--- src/design/i2a_pkg.sv ---
// ----------------------------------------------------------------------------
// i2a_pkg
// Shared constants, job type and character codes for the integer to ASCII
// digit converter.
// ----------------------------------------------------------------------------
package i2a_pkg;

    localparam int VALUE_W     = 64;
    localparam int RADIX_W     = 5;
    localparam int CHAR_W      = 7;

    localparam int VALUE_BITS  = 64;
    localparam int RADIX_MIN   = 2;
    localparam int RADIX_MAX   = 16;
    localparam int DEC_BASE    = 10;

    localparam int STEP_BITS   = 8;
    localparam int NUM_CHUNKS  = (VALUE_BITS + STEP_BITS - 1) / STEP_BITS;
    localparam int PAD_BITS    = NUM_CHUNKS * STEP_BITS;
    localparam int CHUNK_IDX_W = (NUM_CHUNKS > 1) ? $clog2(NUM_CHUNKS) : 1;
    localparam int CHUNK_CNT_W = $clog2(NUM_CHUNKS + 1);

    localparam int DIGIT_W     = 4;
    localparam int MAX_DIGITS  = VALUE_BITS;
    localparam int DIG_IDX_W   = $clog2(MAX_DIGITS);
    localparam int DIG_CNT_W   = $clog2(MAX_DIGITS + 1);
    localparam int MAX_CHARS   = 64;
    localparam int CHARS_W     = ($clog2(MAX_CHARS + 1) > DIG_CNT_W + 1) ?
                                 $clog2(MAX_CHARS + 1) : DIG_CNT_W + 1;

    localparam int QUEUE_DEPTH = 2;
    localparam int QPTR_W      = (QUEUE_DEPTH > 1) ? $clog2(QUEUE_DEPTH) : 1;
    localparam int QCNT_W      = $clog2(QUEUE_DEPTH + 1);

    localparam logic [CHAR_W-1:0] CHAR_ZERO  = 7'h30;
    localparam logic [CHAR_W-1:0] CHAR_A     = 7'h61;
    localparam logic [CHAR_W-1:0] CHAR_MINUS = 7'h2d;

    typedef struct packed {
        logic [VALUE_BITS-1:0] mag;
        logic                  neg;
        logic [RADIX_W-1:0]    radix;
    } t_job;

endpackage

--- src/design/i2a_if.sv ---
// ----------------------------------------------------------------------------
// i2a channel interfaces
// Valid/ready channels for the number input and the character output.
// ----------------------------------------------------------------------------
interface i2a_in_if;
    import i2a_pkg::*;

    logic               valid;
    logic               ready;
    logic [VALUE_W-1:0] value;
    logic               is_signed;
    logic [RADIX_W-1:0] radix;

    modport source (output valid, value, is_signed, radix, input ready);
    modport sink   (input valid, value, is_signed, radix, output ready);
endinterface

interface i2a_out_if;
    import i2a_pkg::*;

    logic              valid;
    logic              ready;
    logic [CHAR_W-1:0] ascii_char;
    logic              last;

    modport source (output valid, ascii_char, last, input ready);
    modport sink   (input valid, ascii_char, last, output ready);
endinterface

--- src/design/i2a_front.sv ---
// ----------------------------------------------------------------------------
// i2a_front
// Accepts numbers, clamps the radix, resolves the sign and forms the
// magnitude, and holds the classified job for the queue.
// ----------------------------------------------------------------------------
module i2a_front (
    input  logic          i_clk,
    input  logic          i_rst_n,
    i2a_in_if.sink        i_item,
    output i2a_pkg::t_job o_job,
    output logic          o_job_valid,
    input  logic          i_job_ready
);
    import i2a_pkg::*;

    logic                  r_valid;
    t_job                  r_job;
    t_job                  n_job;
    logic [VALUE_BITS-1:0] w_val;

    assign w_val = i_item.value[VALUE_BITS-1:0];

    always_comb begin
        n_job.neg = i_item.is_signed & w_val[VALUE_BITS-1];
        n_job.mag = n_job.neg ? (~w_val + VALUE_BITS'(1)) : w_val;
        if (i_item.radix < RADIX_W'(RADIX_MIN)) begin
            n_job.radix = RADIX_W'(RADIX_MIN);
        end else if (i_item.radix > RADIX_W'(RADIX_MAX)) begin
            n_job.radix = RADIX_W'(RADIX_MAX);
        end else begin
            n_job.radix = i_item.radix;
        end
    end

    assign i_item.ready = !r_valid || i_job_ready;
    assign o_job        = r_job;
    assign o_job_valid  = r_valid;

    always_ff @(posedge i_clk) begin
        if (!i_rst_n) begin
            r_valid <= 1'b0;
        end else begin
            if (i_item.valid && i_item.ready) begin
                r_valid <= 1'b1;
                r_job   <= n_job;
            end else if (i_job_ready) begin
                r_valid <= 1'b0;
            end
        end
    end

endmodule

--- src/design/i2a_queue.sv ---
// ----------------------------------------------------------------------------
// i2a_queue
// Short job queue between the front and the back end.
// ----------------------------------------------------------------------------
module i2a_queue (
    input  logic          i_clk,
    input  logic          i_rst_n,
    input  i2a_pkg::t_job i_push_job,
    input  logic          i_push_valid,
    output logic          o_push_ready,
    output i2a_pkg::t_job o_pop_job,
    output logic          o_pop_valid,
    input  logic          i_pop_ready
);
    import i2a_pkg::*;

    t_job              r_entries [QUEUE_DEPTH];
    logic [QPTR_W-1:0] r_wptr;
    logic [QPTR_W-1:0] r_rptr;
    logic [QCNT_W-1:0] r_count;
    logic              w_push;
    logic              w_pop;

    assign o_push_ready = (r_count != QCNT_W'(QUEUE_DEPTH));
    assign o_pop_valid  = (r_count != '0);
    assign o_pop_job    = r_entries[r_rptr];
    assign w_push       = i_push_valid && o_push_ready;
    assign w_pop        = o_pop_valid && i_pop_ready;

    always_ff @(posedge i_clk) begin
        if (!i_rst_n) begin
            r_wptr  <= '0;
            r_rptr  <= '0;
            r_count <= '0;
        end else begin
            if (w_push) begin
                r_entries[r_wptr] <= i_push_job;
                r_wptr <= (r_wptr == QPTR_W'(QUEUE_DEPTH - 1)) ? '0 : r_wptr + 1'b1;
            end
            if (w_pop) begin
                r_rptr <= (r_rptr == QPTR_W'(QUEUE_DEPTH - 1)) ? '0 : r_rptr + 1'b1;
            end
            case ({w_push, w_pop})
                2'b10:   r_count <= r_count + 1'b1;
                2'b01:   r_count <= r_count - 1'b1;
                default: r_count <= r_count;
            endcase
        end
    end

endmodule

--- src/design/i2a_back.sv ---
// ----------------------------------------------------------------------------
// i2a_back
// Divides the magnitude by the radix one digit at a time, eight quotient
// bits per cycle, stacks the remainders and sends them out as characters,
// most significant first, after a leading '-' for a negative value.
// ----------------------------------------------------------------------------
module i2a_back (
    input  logic          i_clk,
    input  logic          i_rst_n,
    input  i2a_pkg::t_job i_job,
    input  logic          i_job_valid,
    output logic          o_job_ready,
    i2a_out_if.source     o_char
);
    import i2a_pkg::*;

    typedef enum logic [2:0] {
        S_IDLE,
        S_DIV,
        S_SIGN,
        S_READ,
        S_PUT
    } t_state;

    t_state                 r_state;
    logic [PAD_BITS-1:0]    r_mag;
    logic                   r_neg;
    logic [RADIX_W-1:0]     r_radix;
    logic [CHUNK_CNT_W-1:0] r_nbytes;
    logic [CHUNK_IDX_W-1:0] r_idx;
    logic [DIGIT_W-1:0]     r_rem;
    logic                   r_qnz;
    logic [DIG_CNT_W-1:0]   r_nd;
    logic [DIG_IDX_W-1:0]   r_rd_idx;
    logic [DIG_CNT_W-1:0]   r_stop;
    logic [DIGIT_W-1:0]     r_digits [MAX_DIGITS];
    logic [DIGIT_W-1:0]     r_rd_data;
    logic                   r_out_valid;
    logic [CHAR_W-1:0]      r_out_char;
    logic                   r_out_last;

    logic [STEP_BITS-1:0]   w_chunk;
    logic [STEP_BITS-1:0]   w_quo;
    logic [DIGIT_W:0]       w_trial;
    logic [DIGIT_W-1:0]     n_rem;
    logic [PAD_BITS-1:0]    n_mag;
    logic [CHUNK_CNT_W-1:0] n_nbytes;
    logic                   n_qnz;
    logic [DIG_CNT_W-1:0]   n_nd;
    logic [CHARS_W-1:0]     w_chars;
    logic [DIG_CNT_W-1:0]   n_stop;
    logic                   w_top;
    logic                   w_we;
    logic                   w_out_free;
    logic                   w_out_load;
    logic                   w_is_last;

    function automatic logic [CHAR_W-1:0] digit_char(input logic [DIGIT_W-1:0] d);
        logic [CHAR_W-1:0] c;
        if (d < DIGIT_W'(DEC_BASE)) begin
            c = CHAR_ZERO + CHAR_W'(d);
        end else begin
            c = CHAR_A + CHAR_W'(d - DIGIT_W'(DEC_BASE));
        end
        return c;
    endfunction

    always_comb begin
        w_chunk = r_mag[r_idx*STEP_BITS +: STEP_BITS];
        n_rem   = r_rem;
        w_trial = '0;
        w_quo   = '0;
        for (int b = STEP_BITS - 1; b >= 0; b--) begin
            w_trial = {n_rem, w_chunk[b]};
            if (w_trial >= r_radix) begin
                w_trial  = w_trial - r_radix;
                w_quo[b] = 1'b1;
            end
            n_rem = w_trial[DIGIT_W-1:0];
        end
        n_mag = r_mag;
        n_mag[r_idx*STEP_BITS +: STEP_BITS] = w_quo;
    end

    assign w_top    = (CHUNK_CNT_W'(r_idx) == r_nbytes - CHUNK_CNT_W'(1));
    assign n_nbytes = (w_top && (w_quo == '0) && (r_nbytes > CHUNK_CNT_W'(1))) ?
                      r_nbytes - CHUNK_CNT_W'(1) : r_nbytes;
    assign n_qnz    = r_qnz | (|w_quo);
    assign n_nd     = r_nd + DIG_CNT_W'(1);
    assign w_chars  = CHARS_W'(n_nd) + CHARS_W'(r_neg);
    assign n_stop   = (w_chars > CHARS_W'(MAX_CHARS)) ?
                      DIG_CNT_W'(w_chars - CHARS_W'(MAX_CHARS)) : '0;
    assign w_we     = (r_state == S_DIV) && (r_idx == '0);

    assign w_out_free  = !r_out_valid || o_char.ready;
    assign w_out_load  = w_out_free && ((r_state == S_SIGN) || (r_state == S_PUT));
    assign w_is_last   = (DIG_CNT_W'(r_rd_idx) == r_stop);
    assign o_job_ready = (r_state == S_IDLE);

    assign o_char.valid      = r_out_valid;
    assign o_char.ascii_char = r_out_char;
    assign o_char.last       = r_out_last;

    always_ff @(posedge i_clk) begin
        if (w_we) begin
            r_digits[r_nd[DIG_IDX_W-1:0]] <= n_rem;
        end
        r_rd_data <= r_digits[r_rd_idx];
    end

    always_ff @(posedge i_clk) begin
        if (!i_rst_n) begin
            r_state     <= S_IDLE;
            r_out_valid <= 1'b0;
            r_nd        <= '0;
        end else begin
            if (o_char.ready && !w_out_load) begin
                r_out_valid <= 1'b0;
            end
            unique case (r_state)
                S_IDLE: begin
                    if (i_job_valid) begin
                        r_mag    <= PAD_BITS'(i_job.mag);
                        r_neg    <= i_job.neg;
                        r_radix  <= i_job.radix;
                        r_nbytes <= CHUNK_CNT_W'(NUM_CHUNKS);
                        r_idx    <= CHUNK_IDX_W'(NUM_CHUNKS - 1);
                        r_rem    <= '0;
                        r_qnz    <= 1'b0;
                        r_nd     <= '0;
                        r_state  <= S_DIV;
                    end
                end
                S_DIV: begin
                    r_mag    <= n_mag;
                    r_nbytes <= n_nbytes;
                    if (r_idx == '0) begin
                        r_nd <= n_nd;
                        if (n_qnz && (n_nd < DIG_CNT_W'(MAX_DIGITS))) begin
                            r_idx <= CHUNK_IDX_W'(n_nbytes - CHUNK_CNT_W'(1));
                            r_rem <= '0;
                            r_qnz <= 1'b0;
                        end else begin
                            r_rd_idx <= r_nd[DIG_IDX_W-1:0];
                            r_stop   <= n_stop;
                            r_state  <= r_neg ? S_SIGN : S_READ;
                        end
                    end else begin
                        r_idx <= r_idx - CHUNK_IDX_W'(1);
                        r_rem <= n_rem;
                        r_qnz <= n_qnz;
                    end
                end
                S_SIGN: begin
                    if (w_out_free) begin
                        r_out_valid <= 1'b1;
                        r_out_char  <= CHAR_MINUS;
                        r_out_last  <= 1'b0;
                        r_state     <= S_READ;
                    end
                end
                S_READ: begin
                    r_state <= S_PUT;
                end
                S_PUT: begin
                    if (w_out_free) begin
                        r_out_valid <= 1'b1;
                        r_out_char  <= digit_char(r_rd_data);
                        r_out_last  <= w_is_last;
                        if (w_is_last) begin
                            r_state <= S_IDLE;
                        end else begin
                            r_rd_idx <= r_rd_idx - DIG_IDX_W'(1);
                            r_state  <= S_READ;
                        end
                    end
                end
                default: begin
                    r_state <= S_IDLE;
                end
            endcase
        end
    end

    a_rem_below_radix: assert property (@(posedge i_clk) disable iff (!i_rst_n)
        (r_state == S_DIV) |-> (CHUNK_CNT_W'(r_idx) < r_nbytes) && (RADIX_W'(r_rem) < r_radix))
        else $error("divide step outside active chunks or remainder not below radix");

    a_digit_count: assert property (@(posedge i_clk) disable iff (!i_rst_n)
        r_nd <= DIG_CNT_W'(MAX_DIGITS))
        else $error("digit count beyond stack depth");

    a_read_above_stop: assert property (@(posedge i_clk) disable iff (!i_rst_n)
        (r_state == S_PUT) |-> (DIG_CNT_W'(r_rd_idx) >= r_stop))
        else $error("digit read past the stop index");

    a_digit_valid: assert property (@(posedge i_clk) disable iff (!i_rst_n)
        (r_state == S_PUT) |-> (RADIX_W'(r_rd_data) < r_radix))
        else $error("stacked digit not below radix");

endmodule

--- src/design/integer_to_ascii_digits_unit.sv ---
// ----------------------------------------------------------------------------
// integer_to_ascii_digits_unit
// Converts a number into ASCII digits in radix 2 to 16.
// ----------------------------------------------------------------------------
// Each number produces its characters most significant first, a leading '-'
// for a negative signed value, with last set on the final one; output is
// capped at 64 characters. Throughput is set by the single shared divide
// unit: each digit divides the remaining quotient 8 bits at a time, so
// it gets faster as the value shrinks, and then every character passes
// through the registered digit stack. The front stage and a two-entry
// queue accept up to three further numbers while one is being converted.
// No pass is needed after reset.
module integer_to_ascii_digits_unit (
    input  logic      i_clk,
    input  logic      i_rst_n,
    i2a_in_if.sink    i_item,
    i2a_out_if.source o_char
);
    import i2a_pkg::*;

    t_job w_front_job;
    logic w_front_valid;
    logic w_front_ready;
    t_job w_back_job;
    logic w_back_valid;
    logic w_back_ready;

    i2a_front u_front (
        .i_clk       (i_clk),
        .i_rst_n     (i_rst_n),
        .i_item      (i_item),
        .o_job       (w_front_job),
        .o_job_valid (w_front_valid),
        .i_job_ready (w_front_ready)
    );

    i2a_queue u_queue (
        .i_clk        (i_clk),
        .i_rst_n      (i_rst_n),
        .i_push_job   (w_front_job),
        .i_push_valid (w_front_valid),
        .o_push_ready (w_front_ready),
        .o_pop_job    (w_back_job),
        .o_pop_valid  (w_back_valid),
        .i_pop_ready  (w_back_ready)
    );

    i2a_back u_back (
        .i_clk       (i_clk),
        .i_rst_n     (i_rst_n),
        .i_job       (w_back_job),
        .i_job_valid (w_back_valid),
        .o_job_ready (w_back_ready),
        .o_char      (o_char)
    );

endmodule
--- src/flat_wrapper.sv ---
// flat-port wrapper written by rule: the top's interface ports become plain ports
module integer_to_ascii_digits_unit_flat import i2a_pkg::*;
  (i_clk, i_rst_n, i_item_valid, i_item_value, i_item_is_signed, i_item_radix, i_item_ready, o_char_valid, o_char_ascii_char, o_char_last, o_char_ready);
  i2a_in_if i_item_i ();
  i2a_out_if o_char_i ();
  input  logic i_clk;
  input  logic i_rst_n;
  input wire logic [$bits(i_item_i.valid)-1:0] i_item_valid;
  input wire logic [$bits(i_item_i.value)-1:0] i_item_value;
  input wire logic [$bits(i_item_i.is_signed)-1:0] i_item_is_signed;
  input wire logic [$bits(i_item_i.radix)-1:0] i_item_radix;
  output wire logic [$bits(i_item_i.ready)-1:0] i_item_ready;
  output wire logic [$bits(o_char_i.valid)-1:0] o_char_valid;
  output wire logic [$bits(o_char_i.ascii_char)-1:0] o_char_ascii_char;
  output wire logic [$bits(o_char_i.last)-1:0] o_char_last;
  input wire logic [$bits(o_char_i.ready)-1:0] o_char_ready;
  assign i_item_i.valid = i_item_valid;
  assign i_item_i.value = i_item_value;
  assign i_item_i.is_signed = i_item_is_signed;
  assign i_item_i.radix = i_item_radix;
  assign i_item_ready = i_item_i.ready;
  assign o_char_valid = o_char_i.valid;
  assign o_char_ascii_char = o_char_i.ascii_char;
  assign o_char_last = o_char_i.last;
  assign o_char_i.ready = o_char_ready;
  integer_to_ascii_digits_unit u_core (.i_clk(i_clk), .i_rst_n(i_rst_n), .i_item(i_item_i), .o_char(o_char_i));
endmodule
--- config.mk ---
export PLATFORM = sky130hd
export DESIGN_NAME = integer_to_ascii_digits_unit_flat
export DESIGN_NICKNAME = d
export VERILOG_FILES = /design/src/design/i2a_pkg.sv /design/src/design/i2a_if.sv /design/src/design/i2a_front.sv /design/src/design/i2a_queue.sv /design/src/design/i2a_back.sv /design/src/design/integer_to_ascii_digits_unit.sv /design/src/flat_wrapper.sv
export SDC_FILE = /design/constraint.sdc
export NUM_CORES = 1
export LEC_CHECK = 0
export ABC_AREA = 1
export BUFFER_PORTS_ARGS = -buffer_cell sky130_fd_sc_hd__buf_4
export CORE_MARGIN = 1
export CORE_UTILIZATION = 61
export DETAILED_ROUTE_END_ITERATION = 12
export PLACE_DENSITY = 0.8
export RECOVER_POWER = 25
export SLEW_MARGIN = 20
export SYNTH_ARGS = -nofsm -noshare
export SYNTH_HDL_FRONTEND = slang
export SYNTH_SLANG_ARGS = --single-unit
--- constraint.sdc ---
create_clock -name i_clk -period 15 [get_ports i_clk]
set_input_delay 0.75 -clock i_clk [delete_from_list [all_inputs] [get_ports i_clk]]
set_output_delay 0.75 -clock i_clk [all_outputs]
set_load 0.05 [all_outputs]
==> run metrics <==
outcome=finished, violations left; failing checks=capacitance limit, slew limit; Synth cell types=53; filler cell count=3,071; Post-synth ARST share=0%; most frequent cells in the layout=edfxtp_1 (569), nor2_1 (471), nand2_1 (338), o21ai_0 (252), inv_1 (217); max incr delay on CP=0.64 ns; Compound-Gate Fraction of Synth Area=10.0%; Slew Viols, Final=128; total routed wirelength=66.0 mm; die area=0.0465 mm2; Routed Antenna Nets=0; Cell Area, Synth=0.0278 mm2; Worst Min Path Start=i_item_valid; Synth Area per Inst=10.6 um2; clk sinks=590; main combinational cell family by area after synthesis=simple AND/OR/NAND/NOR gates; layout cell share with drive strength beyond 1=8.66%; Critical Path Sink Type=flip-flop; Ys Warns=0; WL/cell=20.0 um; Iter 0 DRT Violations=2,975; mux cell area share after synthesis=0.324%; Hold Vio Cnt, Final=0; Syn Nets=2,763; post-synthesis adder-cell area fraction=3.05%; Num CTS Buffers=54; Detailed Place HPWL=42.9 mm; num rows=77; Top Ports=84; Tot GR Track Use=28.1%; Period minus WS final=13.76 ns; fin crit share=91.7%; CTS tree=done; clk_skew=0.0202 ns; buffer count from post-CTS setup fixing=0; Post-synth EDFFs=569; R2R Path End=u_core.u_back.r_idx[2]$_SDFFCE_PN1P_; final instance area=0.0306 mm2; vias per cell=6.06; Core ar.=0.0446 mm2; Worst path slowest cell=nor2_2; worst-margin pin slew=3.83 ns; Clock Latency Late Sink=0.60 ns; Layout area overhead=9.83%; root buf cell=clkbuf_16; Setup violations, final=0; Post-DP Area=0.0289 mm2; Setup crit start kind=flip-flop; # diodes=0; initial core utilization=62.4%; vias=20,000; HP Class=in -> reg; Most Frequent Cell on Critical Path=nand2_1; vias in the first global route=18,800; leading post-synthesis cells by cell area=edfxtp_1 (61%), nor2_1 (6.4%), nand2_1 (4.6%); CP Data Required Time=15.31 ns; Worst Setup SP=u_core.u_back.r_idx[0]$_SDFFCE_PN1P_; H-tree Lvls=2; Fmax=0.0727 GHz; kind of critical path=reg -> reg; GR Overflow Total=0; post-synthesis register bit count=590; chip height=216 um; Reg2Reg Depth=79; XOR/XNOR Fraction of Synth Area=2.98%; worst r2r src=u_core.u_back.r_idx[0]$_SDFFCE_PN1P_; simple-gate area share of the yosys netlist=15.7%; Reg area=0.0175 mm2; GPL Wtd Cong=0.943; Rel. slew slack=-155%; synthesized instance count=2,626; CTS max path bufs=3; ys flop type=edfxtp_1; largest net degree at the start of global routing=131; wire length of the first global-routing pass=102 mm; Clock Pin Slew Worst Setup and Hold Paths=0.06 ns; critical path arrival=14.07 ns; top-area cell type share of the netlist area=61.4%; hold_buf cts=0; max cap viols=2; die width=216 um; worst setup path endpoint=u_core.u_back.r_idx[2]$_SDFFCE_PN1P_; DRC errors left=0; initial antenna violation count=2; unrepaired setup endpoints after global routing=false; Multi-input gate area=0.00894 mm2; sequential area share after synthesis=62.9%; First-pass DRT Iterations=6; most common cell after layout, fill and taps aside=edfxtp_1; Reg2Reg Setup Slack=1.24 ns; Crit Path Max Fanout=37; nets=2,809; count of input and output buffers=83; post-route setup TNS=0 ns; area leader, netlist=edfxtp_1
==> synthesized netlist by cell type (6+ instances only) <==
cell type,instances
o21ai_0,251
o21ai_1,8
nor2_1,476
buf_1,6
buf_2,28
o211ai_1,54
mux2_2,6
clkbuf_1,72
fa_1,8
dfxtp_1,21
nor2_2,8
o311ai_0,17
nand3_1,129
a31oi_1,8
edfxtp_1,569
nor3_1,21
nor4_1,6
o22ai_1,76
ha_1,55
xnor2_1,29
a21oi_1,48
or2_2,13
o21ai_2,8
inv_1,218
buf_6,6
nand4_1,30
inv_2,6
nand2_1,341
xor2_1,62
==> worst max-delay path, delay by kind of cell, from the launching register on <==
kind	cells	cell delay, ns
buffers and inverters	15	2.13
adder cells (fa/ha/maj)	9	2.57
AND/OR/NAND/NOR	46	6.82
flip-flops	1	0.32
AO/OA/AOI/OAI	9	1.61
==> cells by family after synthesis <==
logic type / after synthesis
AND/OR/NAND/NOR: 1045
buffers and inverters: 345
adder cells (fa/ha/maj): 63
flip-flops: 590
XOR/XNOR: 93
AO/OA/AOI/OAI: 483
multiplexers: 7
==> timing repair <==
action | in CTS | in global routing
gates resized for setup | 0 | 3
endpoints found under the setup margin | 0 | 299
endpoints found under the hold margin | 0 | 0
==> per-layer routing <==
| layer | GRT usage (%) | share of wire [%] | up-vias |
|---|---|---|---|
| met3 | 3.61 | 10 | 186 |
| met5 | 0 | 0.020 | - |
| met4 | 9.27 | 3.0 | 2 |
| li1 | - | - | 9273 |
| met1 | 40.1 | 40 | 9382 |
| met2 | 45.0 | 47 | 1203 |
==> worst min-delay path by stage <==
stage	end	slack, ns	depth (start not counted)
global route	u_core.u_front.o_job_valid$_SDFFE_PN0P_	0.40	3
floorplan	u_core.u_queue.r_entries[0][0]$_DFFE_PP_	0.42	0
detailed placement	u_core.u_queue.r_entries[1][12]$_DFFE_PP_	0.43	0
finish	u_core.u_front.o_job_valid$_SDFFE_PN0P_	0.39	3
global placement	u_core.u_queue.r_entries[1][10]$_DFFE_PP_	0.43	0
CTS	u_core.u_front.o_job[6]$_DFFE_PP_	0.35	1
==> registers in the layout, indices dropped and copies added (netlist names), 2 cells and up, named ones only <==
register,count
u_core.u_back.r_digits,256
u_core.u_queue.r_entries,140
u_core.u_front.o_job,70
u_core.u_back.r_mag,64
u_core.u_back.o_char.ascii_char,7
u_core.u_back.r_nd,7
u_core.u_back.r_stop,7
u_core.u_back.r_rd_idx,6
u_core.u_back.r_radix,5
u_core.u_back.r_nbytes,4
u_core.u_back.r_rd_data,4
u_core.u_back.r_rem,4
u_core.u_back.r_idx,3
u_core.u_back.r_state,3
u_core.u_queue.r_count,2
==> per-stage QoR <==
stage | util [%] | hold slack, ns | instances | setup slack (ns)
floorplan | - | 0.421 | 2626 | 3.29
finish | 68.5 | 0.387 | 3306 | 1.24
CTS | 68.7 | 0.345 | 3306 | 0.199
detailed placement | 64.7 | 0.431 | 3208 | 0.298
global route | 68.5 | 0.402 | 3306 | 0.111
global placement | 64.7 | 0.426 | 3208 | 0.966
==> cell type report <==
cell class / count / share of cell area, %
Sequential cell: 590 / 57.3
Multi-Input combinational cell: 1691 / 29.3
Clock buffer: 58 / 4.47
Inverter: 228 / 2.81
Timing Repair Buffer: 107 / 2.46
Tap cell: 592 / 2.42
Clock inverter: 40 / 1.31
Power is not shown: default switching activity piles up to over one toggle a cycle in this logic, so the estimate is an artifact.
